--- src/sv/opwc_pkg.sv ---
package opwc_pkg;

   localparam int unsigned WidthBitsDefault = 24;

   localparam int unsigned MbdBits   = 23;
   localparam int unsigned TickBits  = 25;
   localparam int unsigned CountBits = 17;
   localparam int unsigned PwBits    = 24;
   localparam int unsigned IndexBits = 2;
   localparam int unsigned DataBits  = 32;

   localparam logic [TickBits-1:0]  TickMax  = '1;
   localparam logic [CountBits-1:0] CountMax = '1;

   localparam logic [MbdBits-1:0]   MbdReset = MbdBits'(7000);
   localparam logic [TickBits-1:0]  FwlReset = TickBits'(20000000);
   localparam logic [CountBits-1:0] CapReset = CountBits'(80000);

   // register indexes
   localparam logic [IndexBits-1:0] RegMaxBitDuration = 2'd0;
   localparam logic [IndexBits-1:0] RegFirstWaitLimit = 2'd1;
   localparam logic [IndexBits-1:0] RegCaptureLimit   = 2'd2;

   // op codes
   localparam logic OpTick = 1'b0;
   localparam logic OpArm  = 1'b1;

   typedef struct packed {
      logic [MbdBits-1:0]   max_bit_duration;
      logic [TickBits-1:0]  first_wait_limit;
      logic [CountBits-1:0] capture_limit;
   } cfg_type;

   typedef struct packed {
      logic                 has_result;
      logic                 pulse_valid;
      logic [PwBits-1:0]    pulse_width;
      logic [CountBits-1:0] captured_count;
      logic                 capture_done;
      logic                 buffer_full;
   } result_type;

   typedef enum logic [2:0] {
      PH_IDLE = 3'b001,
      PH_WAIT = 3'b010,
      PH_MEAS = 3'b100
   } phase_type;

endpackage

--- src/sv/opwc_csr.sv ---
module opwc_csr (
   input  logic                              clock,
   input  logic                              reset,
   input  logic                              csr_valid,
   output logic                              csr_ready,
   input  logic [opwc_pkg::IndexBits-1:0]    csr_index,
   input  logic [opwc_pkg::DataBits-1:0]     csr_data,
   output opwc_pkg::cfg_type                 cfg
);

   opwc_pkg::cfg_type cfg_ff, cfg_in;

   assign csr_ready = 1'b1;
   assign cfg       = cfg_ff;

   always_comb begin
      cfg_in = cfg_ff;
      if (csr_valid) begin
         unique case (csr_index)
            opwc_pkg::RegMaxBitDuration:
               cfg_in.max_bit_duration = csr_data[opwc_pkg::MbdBits-1:0];
            opwc_pkg::RegFirstWaitLimit:
               cfg_in.first_wait_limit = csr_data[opwc_pkg::TickBits-1:0];
            opwc_pkg::RegCaptureLimit:
               cfg_in.capture_limit = csr_data[opwc_pkg::CountBits-1:0];
            default: ; // unmapped index, write dropped
         endcase
      end
   end

   always_ff @(posedge clock) begin
      if (reset) begin
         cfg_ff.max_bit_duration <= opwc_pkg::MbdReset;
         cfg_ff.first_wait_limit <= opwc_pkg::FwlReset;
         cfg_ff.capture_limit    <= opwc_pkg::CapReset;
      end else begin
         cfg_ff <= cfg_in;
      end
   end

endmodule

--- src/sv/opwc_core.sv ---
module opwc_core #(
   parameter int unsigned WIDTH_BITS = opwc_pkg::WidthBitsDefault
) (
   input  logic                 clock,
   input  logic                 reset,
   input  logic                 fire,
   input  logic                 op,
   input  logic                 sample,
   input  opwc_pkg::cfg_type    cfg,
   output opwc_pkg::result_type res
);

   localparam int unsigned TB = opwc_pkg::TickBits;
   localparam int unsigned CB = opwc_pkg::CountBits;
   localparam int unsigned PB = opwc_pkg::PwBits;
   localparam logic [32:0] WidthMax = 33'((64'd1 << WIDTH_BITS) - 64'd1);

   opwc_pkg::phase_type phase_ff, phase_in;
   logic          level_ff, level_in;
   logic [TB-1:0] since_ff, since_in;
   logic [TB-1:0] wait_ff, wait_in;
   logic [CB-1:0] count_ff, count_in;

   logic [TB-1:0] limit2;
   logic [TB-1:0] since_inc;
   logic [CB-1:0] count_inc;
   logic [PB-1:0] width_sat;
   logic          start;
   logic          fall;
   logic          rise;
   logic          full;

   assign limit2    = {1'b0, cfg.max_bit_duration, 1'b0};
   assign since_inc = (since_ff == opwc_pkg::TickMax) ? since_ff : since_ff + TB'(1);
   assign count_inc = (count_ff == opwc_pkg::CountMax) ? count_ff : count_ff + CB'(1);
   assign width_sat = ({8'd0, since_inc} > WidthMax) ? WidthMax[PB-1:0] : since_inc[PB-1:0];
   assign start     = sample || (wait_ff >= cfg.first_wait_limit);
   assign fall      = !sample && level_ff;
   assign rise      = sample && !level_ff;
   assign full      = fall && (count_inc == cfg.capture_limit);

   always_comb begin
      phase_in = phase_ff;
      level_in = level_ff;
      since_in = since_ff;
      wait_in  = wait_ff;
      count_in = count_ff;
      res      = '0;
      res.captured_count = count_ff;
      if (op == opwc_pkg::OpArm) begin
         phase_in = opwc_pkg::PH_WAIT;
         level_in = 1'b0;
         since_in = '0;
         wait_in  = '0;
         count_in = '0;
      end else begin
         unique case (phase_ff)
            opwc_pkg::PH_WAIT: begin
               if (start) begin
                  phase_in = opwc_pkg::PH_MEAS;
                  level_in = 1'b1;
                  since_in = '0;
                  if (limit2 == '0) begin
                     // zero timeout: session ends before any pulse
                     phase_in         = opwc_pkg::PH_IDLE;
                     res.has_result   = 1'b1;
                     res.capture_done = 1'b1;
                  end
               end else if (wait_ff != opwc_pkg::TickMax) begin
                  wait_in = wait_ff + TB'(1);
               end
            end
            opwc_pkg::PH_MEAS: begin
               since_in = since_inc;
               if (fall) begin
                  level_in           = 1'b0;
                  count_in           = count_inc;
                  res.pulse_valid    = 1'b1;
                  res.pulse_width    = width_sat;
                  res.captured_count = count_inc;
                  res.buffer_full    = full;
               end else if (rise) begin
                  since_in = '0;
                  level_in = 1'b1;
               end
               res.capture_done = full || (since_in >= limit2);
               res.has_result   = fall || res.capture_done;
               if (res.capture_done) begin
                  phase_in = opwc_pkg::PH_IDLE;
               end
            end
            default: ; // idle: tick ignored
         endcase
      end
   end

   always_ff @(posedge clock) begin
      if (reset) begin
         phase_ff <= opwc_pkg::PH_IDLE;
         level_ff <= 1'b0;
         since_ff <= '0;
         wait_ff  <= '0;
         count_ff <= '0;
      end else if (fire) begin
         phase_ff <= phase_in;
         level_ff <= level_in;
         since_ff <= since_in;
         wait_ff  <= wait_in;
         count_ff <= count_in;
      end
   end

endmodule

--- src/sv/opwc_out_reg.sv ---
module opwc_out_reg (
   input  logic                                clock,
   input  logic                                reset,
   input  logic                                load,
   input  opwc_pkg::result_type                res,
   output logic                                space,
   output logic                                rsp_valid,
   input  logic                                rsp_ready,
   output logic                                rsp_pulse_valid,
   output logic [opwc_pkg::PwBits-1:0]         rsp_pulse_width,
   output logic [opwc_pkg::CountBits-1:0]      rsp_captured_count,
   output logic                                rsp_capture_done,
   output logic                                rsp_buffer_full
);

   logic                 valid_ff, valid_in;
   opwc_pkg::result_type data_ff;

   // free now, or freed by the transfer in this cycle
   assign space    = !valid_ff || rsp_ready;
   assign valid_in = (load && res.has_result) || (valid_ff && !rsp_ready);

   always_ff @(posedge clock) begin
      if (reset) begin
         valid_ff <= 1'b0;
      end else begin
         valid_ff <= valid_in;
      end
   end

   always_ff @(posedge clock) begin
      if (load && res.has_result) begin
         data_ff <= res;
      end
   end

   assign rsp_valid          = valid_ff;
   assign rsp_pulse_valid    = data_ff.pulse_valid;
   assign rsp_pulse_width    = data_ff.pulse_width;
   assign rsp_captured_count = data_ff.captured_count;
   assign rsp_capture_done   = data_ff.capture_done;
   assign rsp_buffer_full    = data_ff.buffer_full;

endmodule

--- src/sv/optical_pulse_width_capture.sv ---
// Pulse width capture for a light-sensing pin. Each req_ transfer is one
// microsecond sample tick (op=0, level in req_sample) or an arm command
// (op=1), which restarts a session at once and clears the count. After arming
// the block waits for the first high sample, or first_wait_limit ticks, then
// times every pulse from its rise; each fall returns one rsp_ transfer with the
// width (saturated to WIDTH_BITS bits) and the running count. A session ends
// after 2*max_bit_duration ticks without a rise, or when the count reaches
// capture_limit; that result has capture_done set, with buffer_full for the
// limit case. Rate: one item per clock unless the output stalls. All work
// for an item is done in the cycle it is accepted and lands in a single
// output register; req_ready drops only while that register holds a result
// and rsp_ready is low; rsp_valid rises in the cycle after a result item is
// accepted. csr_ writes are always accepted and take effect for the next tick.
module optical_pulse_width_capture #(
   parameter int unsigned WIDTH_BITS = opwc_pkg::WidthBitsDefault
) (
   input  logic                                clock,
   input  logic                                reset,
   // sample / arm items
   input  logic                                req_valid,
   output logic                                req_ready,
   input  logic                                req_op,
   input  logic                                req_sample,
   // results
   output logic                                rsp_valid,
   input  logic                                rsp_ready,
   output logic                                rsp_pulse_valid,
   output logic [opwc_pkg::PwBits-1:0]         rsp_pulse_width,
   output logic [opwc_pkg::CountBits-1:0]      rsp_captured_count,
   output logic                                rsp_capture_done,
   output logic                                rsp_buffer_full,
   // register writes
   input  logic                                csr_valid,
   output logic                                csr_ready,
   input  logic [opwc_pkg::IndexBits-1:0]      csr_index,
   input  logic [opwc_pkg::DataBits-1:0]       csr_data
);

   opwc_pkg::cfg_type    cfg;
   opwc_pkg::result_type res;
   logic                 space;
   logic                 fire;

   // an item transfers whenever the output register can take its result
   assign req_ready = space;
   assign fire      = req_valid && req_ready;

   opwc_csr u_csr (
      .clock     (clock),
      .reset     (reset),
      .csr_valid (csr_valid),
      .csr_ready (csr_ready),
      .csr_index (csr_index),
      .csr_data  (csr_data),
      .cfg       (cfg)
   );

   // session state and per-tick decision
   opwc_core #(
      .WIDTH_BITS (WIDTH_BITS)
   ) u_core (
      .clock  (clock),
      .reset  (reset),
      .fire   (fire),
      .op     (req_op),
      .sample (req_sample),
      .cfg    (cfg),
      .res    (res)
   );

   // result register, loaded only by items that produce a result
   opwc_out_reg u_out (
      .clock              (clock),
      .reset              (reset),
      .load               (fire),
      .res                (res),
      .space              (space),
      .rsp_valid          (rsp_valid),
      .rsp_ready          (rsp_ready),
      .rsp_pulse_valid    (rsp_pulse_valid),
      .rsp_pulse_width    (rsp_pulse_width),
      .rsp_captured_count (rsp_captured_count),
      .rsp_capture_done   (rsp_capture_done),
      .rsp_buffer_full    (rsp_buffer_full)
   );

endmodule

--- config.mk ---
export PLATFORM = sky130hd
export DESIGN_NAME = optical_pulse_width_capture
export DESIGN_NICKNAME = d
export VERILOG_FILES = /design/src/sv/opwc_pkg.sv /design/src/sv/opwc_csr.sv /design/src/sv/opwc_core.sv /design/src/sv/opwc_out_reg.sv /design/src/sv/optical_pulse_width_capture.sv
export SDC_FILE = /design/constraint.sdc
export NUM_CORES = 1
export LEC_CHECK = 0
export BUFFER_PORTS_ARGS = -buffer_cell sky130_fd_sc_hd__buf_4
export CAP_MARGIN = 25
export CELL_PAD_IN_SITES_DETAIL_PLACEMENT = 0
export CELL_PAD_IN_SITES_GLOBAL_PLACEMENT = 1
export CORE_UTILIZATION = 45
export DETAILED_ROUTE_END_ITERATION = 10
export GPL_TIMING_DRIVEN = 0
export PLACE_DENSITY = 0.84
export SLEW_MARGIN = 40
export SYNTH_ARGS = -nofsm -noshare
export SYNTH_HDL_FRONTEND = slang
export SYNTH_SLANG_ARGS = --single-unit
--- constraint.sdc ---
create_clock -name clock -period 6.3 [get_ports clock]
set_clock_uncertainty 0.05 [all_clocks]
set_input_delay 1.26 -clock clock [delete_from_list [all_inputs] [get_ports clock]]
set_output_delay 1.26 -clock clock [all_outputs]
set_load 0.03 [all_outputs]
### Word-level counts from Yosys, hierarchy flattened

Cells that the tools add are included.

| storage, ports and cells | value |
|---|---|
| register bits after elaboration | 181 |
| input port bits | 41 |
| logic and storage cells | 102 |

| operators by class | value |
|---|---|
| add/subtract/negate cells | 3 |
| $lt $le $gt $ge | 3 |
| eq/ne operators | 12 |
| mux-type cells | 36 |
| bitwise gates (word level) | 2 |
| reductions and logical operators | 32 |

Operators by type and width:

| cell | number |
|---|---|
| $mux 25 | 11 |
| $mux 42 | 2 |
| $mux 17 | 4 |
| $add 25x1->25 const B | 2 |
| $pmux 25 s2 | 1 |
| $mux 45 | 1 |
| $eq 25x25->1 const B | 1 |
| $ge 25x24->1 | 1 |
| $ge 25x25->1 | 1 |
| $gt 25x24->1 const B | 1 |
| $logic_not 25->1 | 1 |
| $ne 25x25->1 const B | 1 |
| $mux 24 | 1 |
| $add 17x1->17 const B | 1 |
| $eq 17x17->1 | 1 |
| $eq 17x17->1 const B | 1 |
| $mux 3 | 4 |
| $reduce_and 4->1 | 3 |
| $mux 1 | 8 |
| $reduce_bool 2->1 | 4 |
| $logic_and 1x1->1 | 6 |
| $ne 3x2->1 const B | 2 |
| $pmux 1 s2 | 3 |
| $pmux 3 s2 | 1 |
| other kinds (15) | 26 |

### Depth between registers and ports, before layout

| depth | value |
|---|---|
| depth after elaboration | 13 |
| gate-level depth with buffers | 19 |
| gate-level depth less buffers | 18 |

### Cells and area by module

Synthesis repeated with hierarchy kept, for this count alone.

| unflattened totals | value |
|---|---|
| cell total of the unflattened synthesis | 1231 |
| area total of the unflattened synthesis | 10639.0 um^2 |

Modules (own cells, without submodules):

| module | times used | cells each | area each (um^2) | seq. area each (um^2) |
|---|---|---|---|---|
| opwc_core | 1 | 922 | 6548.8 | 1421.4 |
| opwc_csr | 1 | 259 | 2712.6 | 1301.2 |
| opwc_out_reg | 1 | 49 | 1371.3 | 1341.3 |
| optical_pulse_width_capture | 1 | 1 | 6.3 | 0.0 |

### Worst setup path after synthesis

No wires, ideal clock.

| timing | value |
|---|---|
| path type | input port to flip-flop |
| start point | input port req_sample |
| end point | register u_out.data_ff (netlist bit u_out.rsp_buffer_full) (enable) |
| arrival | 5265 ps |
| slack | 539 ps |
| cell stages on the path | 14 |
| cell sequence | inv_1 > ha_1 > nor2b_1 > clkbuf_1 > clkbuf_1 > nor2_1 > ha_1 > nand3_1 > nor4_1 > o311ai_0 > nand3_1 > o31a_1 > nor2_1 > nor2_1 |

| on the way | value |
|---|---|
| word-level cells in the longest chain between the ends | 11 |
| elaborated cells on any way between the ends | 16 |
| those cells by class | order compare (1); mux (7); reduce/logical (8) |

Ends and longest elaborated chain:

| element | line | RTL |
|---|---|---|
| from (decl) | optical_pulse_width_capture.sv:23 | `input logic req_sample,` |
| $logic_not 1->1 * | opwc_core.sv:38 | `assign fall = !sample && level_ff;` |
| $logic_and 1x1->1 * | opwc_core.sv:38 |  |
| via u_core.fall | opwc_core.sv:29 | `logic fall;` |
| $mux 25 | opwc_core.sv:75 | `if (fall) begin` |
| $mux 25 | opwc_core.sv:57 | `unique case (phase_ff)` |
| $mux 25 | opwc_core.sv:50 | `if (op == opwc_pkg::OpArm) begin` |
| $ge 25x24->1 | opwc_core.sv:86 | `res.capture_done = full \|\| (since_in >= limit2);` |
| $logic_or 1x1->1 | opwc_core.sv:86 |  |
| $logic_or 1x1->1 * | opwc_core.sv:87 | `res.has_result = fall \|\| res.capture_done;` |
| $pmux 1 s2 * | opwc_core.sv:57 |  |
| $mux 45 * | opwc_core.sv:50 |  |
| $logic_and 1x1->1 * | opwc_out_reg.sv:32 | `if (load && res.has_result) begin` |
| to (signal assigned) | opwc_out_reg.sv:33 | `data_ff <= res;` |
| to (decl) | opwc_out_reg.sv:17 | `opwc_pkg::result_type data_ff;` |

The timed path passes the listed nets; every way through them passes the cells marked *. The select of a mux whose other input is x is not followed.
A chain may end at the register's enable or synchronous reset.

### Worst setup path after layout

| timing | value |
|---|---|
| start point | register u_core.since_ff[11] |
| end point | register u_out.data_ff (netlist bit u_out.rsp_captured_count[16]) (enable) |

| on the way | value |
|---|---|
| word-level cells in the longest chain between the ends | 12 |
| elaborated cells on any way between the ends | 13 |
| those cells by class | add/sub (1); order compare (1); eq/ne (1); mux (7); reduce/logical (3) |

Ends and longest elaborated chain:

| element | line | RTL |
|---|---|---|
| from (decl) | opwc_core.sv:20 | `logic [TB-1:0] since_ff, since_in;` |
| from (signal assigned) | opwc_core.sv:107 | `since_ff <= since_in;` |
| $add 25x1->25 or $eq 25x25->1 (tied branches) | opwc_core.sv:34 | `assign since_inc = (since_ff == opwc_pkg::TickMax) ? since_ff : since_ff + TB'(1);` |
| $mux 25 * | opwc_core.sv:34 |  |
| $mux 25 | opwc_core.sv:82 | `end else if (rise) begin` |
| $mux 25 * | opwc_core.sv:75 |  |
| $mux 25 * | opwc_core.sv:57 |  |
| $mux 25 * | opwc_core.sv:50 |  |
| $ge 25x24->1 * | opwc_core.sv:86 |  |
| $logic_or 1x1->1 * | opwc_core.sv:86 |  |
| $logic_or 1x1->1 * | opwc_core.sv:87 |  |
| $pmux 1 s2 * | opwc_core.sv:57 |  |
| $mux 45 * | opwc_core.sv:50 |  |
| $logic_and 1x1->1 * | opwc_out_reg.sv:32 |  |

Every way passes the cells marked *; elsewhere a longest branch is shown, timed or not. The select of a mux whose other input is x is not followed.

==> run summary <==
Highest ir drop seen on vdd: 0.000151 V
Count of filler cells inserted in the layout: 2126
Register clock-pin slew on the reported worst setup and hold paths: 0.07 ns
Residual DRC count: 0
Outcome: finished, final reports clean
Slew Viols, Final: 0
Clock sinks: 181
Pin count of the biggest net entering global routing: 18
Antenna violations before repair: 0
Slew headroom: 0.453
Classification of the worst setup path: reg2reg
Num CTS Buffers: 17
Share of cells above drive strength 1: 0.110
Detailed-route vias per instance: 5.67
CTS tree: yes
X dimension of the die: 153 um
# Max-Cap Violations: 0
Post-synthesis average cell area: 8.18 um^2
Core Region: 22000 um^2
Kind of end point of the critical path: flop
Total length of routed wires: 29400 um
Height of the chip: 153 um
Seq/Total Area, Yosys: 0.399
Cell depth of the worst hold path: 2
Mapped Cells: 1246
Required @ worst endpoint: 6.45 ns
Sum of negative setup slack: 0 ns
Kind of start point of the critical path: flop
Clock root buffer: clkbuf_16
GRT Resource Usage Total: 0.256
Fraction of registers with async set or reset after synthesis: 0
Sequential Area: 4060 um^2
Ant diodes: 0
Placed Instances: 1607
Synthesized area: 10200 um^2
Distinct cell type count after synthesis: 77
Count of state elements after synthesis: 181
Leakage power figure: 0.00446 uW
Post-cts resize count: 0
Die area: 23300 um^2
Clock latency reported for the late side of the worst-skew pair: 0.44 ns
Final instance count without filler cells: 1639
Arrival time of the worst setup path: 5.80 ns
Maximum clock frequency: 177 MHz
Power after layout: 2520 uW
Std cell rows: 54
Buffer levels on the longest clock path: 2
Global route overflow: 0
Via count: 9288
Count of antenna-violating nets left after detailed routing: 0
Dominant synthesized flop cell: dfxtp_1
Reg2Reg Depth: 22
Time the worst path needs with I/O delays and setup: 5.65 ns
Slew of the pin with the lowest slew margin: 0.812 ns
Synthesized netlist net count: 1340
First-pass GRT wire length: 46600 um
Number of hold violations in the final report: 0
PwrDens: 213 nW/um^2
Number of DRC markers after the initial detailed-route iteration: 652
# port buffers: 78
Worst-path maximum fanout: 16
Synth-to-layout area growth: 16.0%
Final setup violation count: 0
Final worst path period share: 0.897
Routed wire length per instance: 17.9 um
Number of hold buffers added after cts: 0
Setup repair after global routing missed its margin: false
Detailed placement HPWL: 22400 um
Final net count: 1440
Number of warning messages in the yosys log: 0
Total area of multi-input combinational cells: 5630 um^2
Number of H-tree branching levels: 4
Final Wtd Congestion: 0.934
Hold crit path type: reg2reg
Number of search-and-repair iterations in the first detailed-routing pass: 7
Number of global-route vias before repair: 8697
Setup repair bufs after CTS: 0
IO Pins: 88
Number of enable flip-flop cells after synthesis: 44
Effective utilization at floorplan: 0.463
-- critical path, stage by stage, from the launching register on --
cell and delay (ns):
dfxtp_1 0.31, clkbuf_1 0.29, nand3_1 0.21, nor4_4 0.59, nand3_1 0.42, nand2_1 0.25
or3_1 0.12, clkbuf_1 0.21, nor2_1 0.10, xnor2_1 0.37, nor2_1 0.09, ha_1 0.30
a21o_1 0.16, a21o_1 0.17, a211o_1 0.29, a31oi_1 0.24, nand3_1 0.13, o31a_1 0.28
nor2_1 0.21, nor2_4 0.11, buf_8 0.19, buf_16 0.16, buf_16 0.16
-- per-stage QoR --
| step | util | hold WS [ns] | area, um^2 | worst slack, ns |
|---|---|---|---|---|
| after global routing | 0.537 | 0.441 | 11800 | 0.295 |
| after global placement | 0.505 | 0.392 | 11100 | -1.50 |
| after CTS | 0.537 | 0.407 | 11800 | 0.800 |
| after floorplan | - | 0.386 | 10200 | 0.539 |
| after detailed placement | 0.509 | 0.398 | 11200 | 0.816 |
| final | 0.537 | 0.406 | 11800 | 0.651 |
-- kinds of logic after synthesis --
| family | synth area share |
|---|---|
| other | 0.000368 |
| and+or+nand+nor | 0.245 |
| AOI/OAI and AO/OA | 0.183 |
| adders and majority gates | 0.0650 |
| muxes | 0.00405 |
| DFF | 0.399 |
| buffers and inverters | 0.0512 |
| xor gates and xnor gates | 0.0529 |
-- sequential cells by signal, indices dropped and copies added (netlist names), 3 cells and up --
name,cells
u_core.count_ff,17
u_csr.cfg,65
u_core.phase_ff,3
u_out.rsp_pulse_width,24
u_core.since_ff,25
u_core.wait_ff,25
u_out.rsp_captured_count,17
-- Yosys cell counts (3+ instances only) --
cell type	n	area [um^2]
nand2_1	186	698
a21oi_1	157	786
dfxtp_1	137	2740
nor2_1	108	405
clkbuf_1	63	236
inv_1	61	229
ha_1	53	663
o21ai_0	47	235
edfxtp_1	44	1320
xnor2_1	37	324
nand4_1	33	206
nand3_1	31	155
or3_1	31	194
xor2_1	22	193
nor3_1	18	90.1
a211o_1	17	149
a31oi_1	15	93.8
and3_1	15	93.8
nand3b_1	13	97.6
and4_1	11	96.3
nor2b_1	10	62.6
nor4_1	10	62.6
a21o_1	9	67.6
and2_1	9	56.3
nand2b_1	8	50.1
a211oi_1	6	45.0
o211ai_1	6	45.0
or2_2	6	37.5
a31o_2	5	43.8
buf_2	5	25.0
o21a_1	5	37.5
or4_1	5	37.5
a311oi_1	3	26.3
buf_4	3	22.5
mux2i_1	3	30.0
nor3b_1	3	22.5
-- area by class of cell --
type / instances / share of cell area
plain buffers: 72 / 0.0245
clock buffers: 19 / 0.0374
clock inverters: 13 / 0.0146
inverters: 62 / 0.0197
multi-input cells: 931 / 0.475
flip-flops and latches: 181 / 0.343
well taps: 280 / 0.0296
repair buffers: 81 / 0.0554
-- layer usage --
metal	routed length, um	vias to the layer above	global-route usage
met5	0	-	0
met4	508	0	0.0784
met3	1430	35	0.0324
met2	13600	260	0.422
met1	13800	4391	0.349
li1	-	4602	-
-- power by group --
part / internal (uW) / switching [uW] / total (uW) / leakage, uW
Combinational: 53.8 / 103 / 156 / 0.00260
Clock: 644 / 504 / 1150 / 0.000298
Sequential: 1200 / 11.4 / 1210 / 0.00157
-- worst paths after layout --
path,from,end,slack [ns]
worst max-delay path,u_core.since_ff[11],u_out.rsp_captured_count[16],0.65
worst min-delay path,u_csr.cfg[26],u_csr.cfg[26],0.41
worst max register to register,u_core.since_ff[11],u_out.rsp_captured_count[16],0.65
worst min register to register,u_csr.cfg[26],u_csr.cfg[26],0.41
-- layout by cell type, fill, tap and decap left out, types with 5 or more instances in the layout --
| cell type | instances |
|---|---|
| nand3_1 | 31 |
| nand4_1 | 33 |
| or2_2 | 6 |
| nand3b_1 | 13 |
| buf_4 | 81 |
| o211ai_1 | 6 |
| and4_1 | 11 |
| a21o_1 | 9 |
| clkbuf_1 | 63 |
| a31o_2 | 5 |
| a21oi_1 | 157 |
| or4_1 | 5 |
| xnor2_1 | 37 |
| or3_1 | 31 |
| o21ai_0 | 47 |
| nor3_1 | 18 |
| edfxtp_1 | 44 |
| o21a_1 | 5 |
| buf_2 | 5 |
| nor2_1 | 107 |
| xor2_1 | 22 |
| a31oi_1 | 14 |
| dfxtp_1 | 137 |
| ha_1 | 53 |
| a211oi_1 | 6 |
| and3_1 | 15 |
| clkbuf_16 | 17 |
| and2_1 | 9 |
| nor4_1 | 10 |
| nor2b_1 | 10 |
| nand2_1 | 186 |
| a211o_1 | 17 |
| nand2b_1 | 8 |
| inv_1 | 61 |
Power figures use the tool's default switching activity.
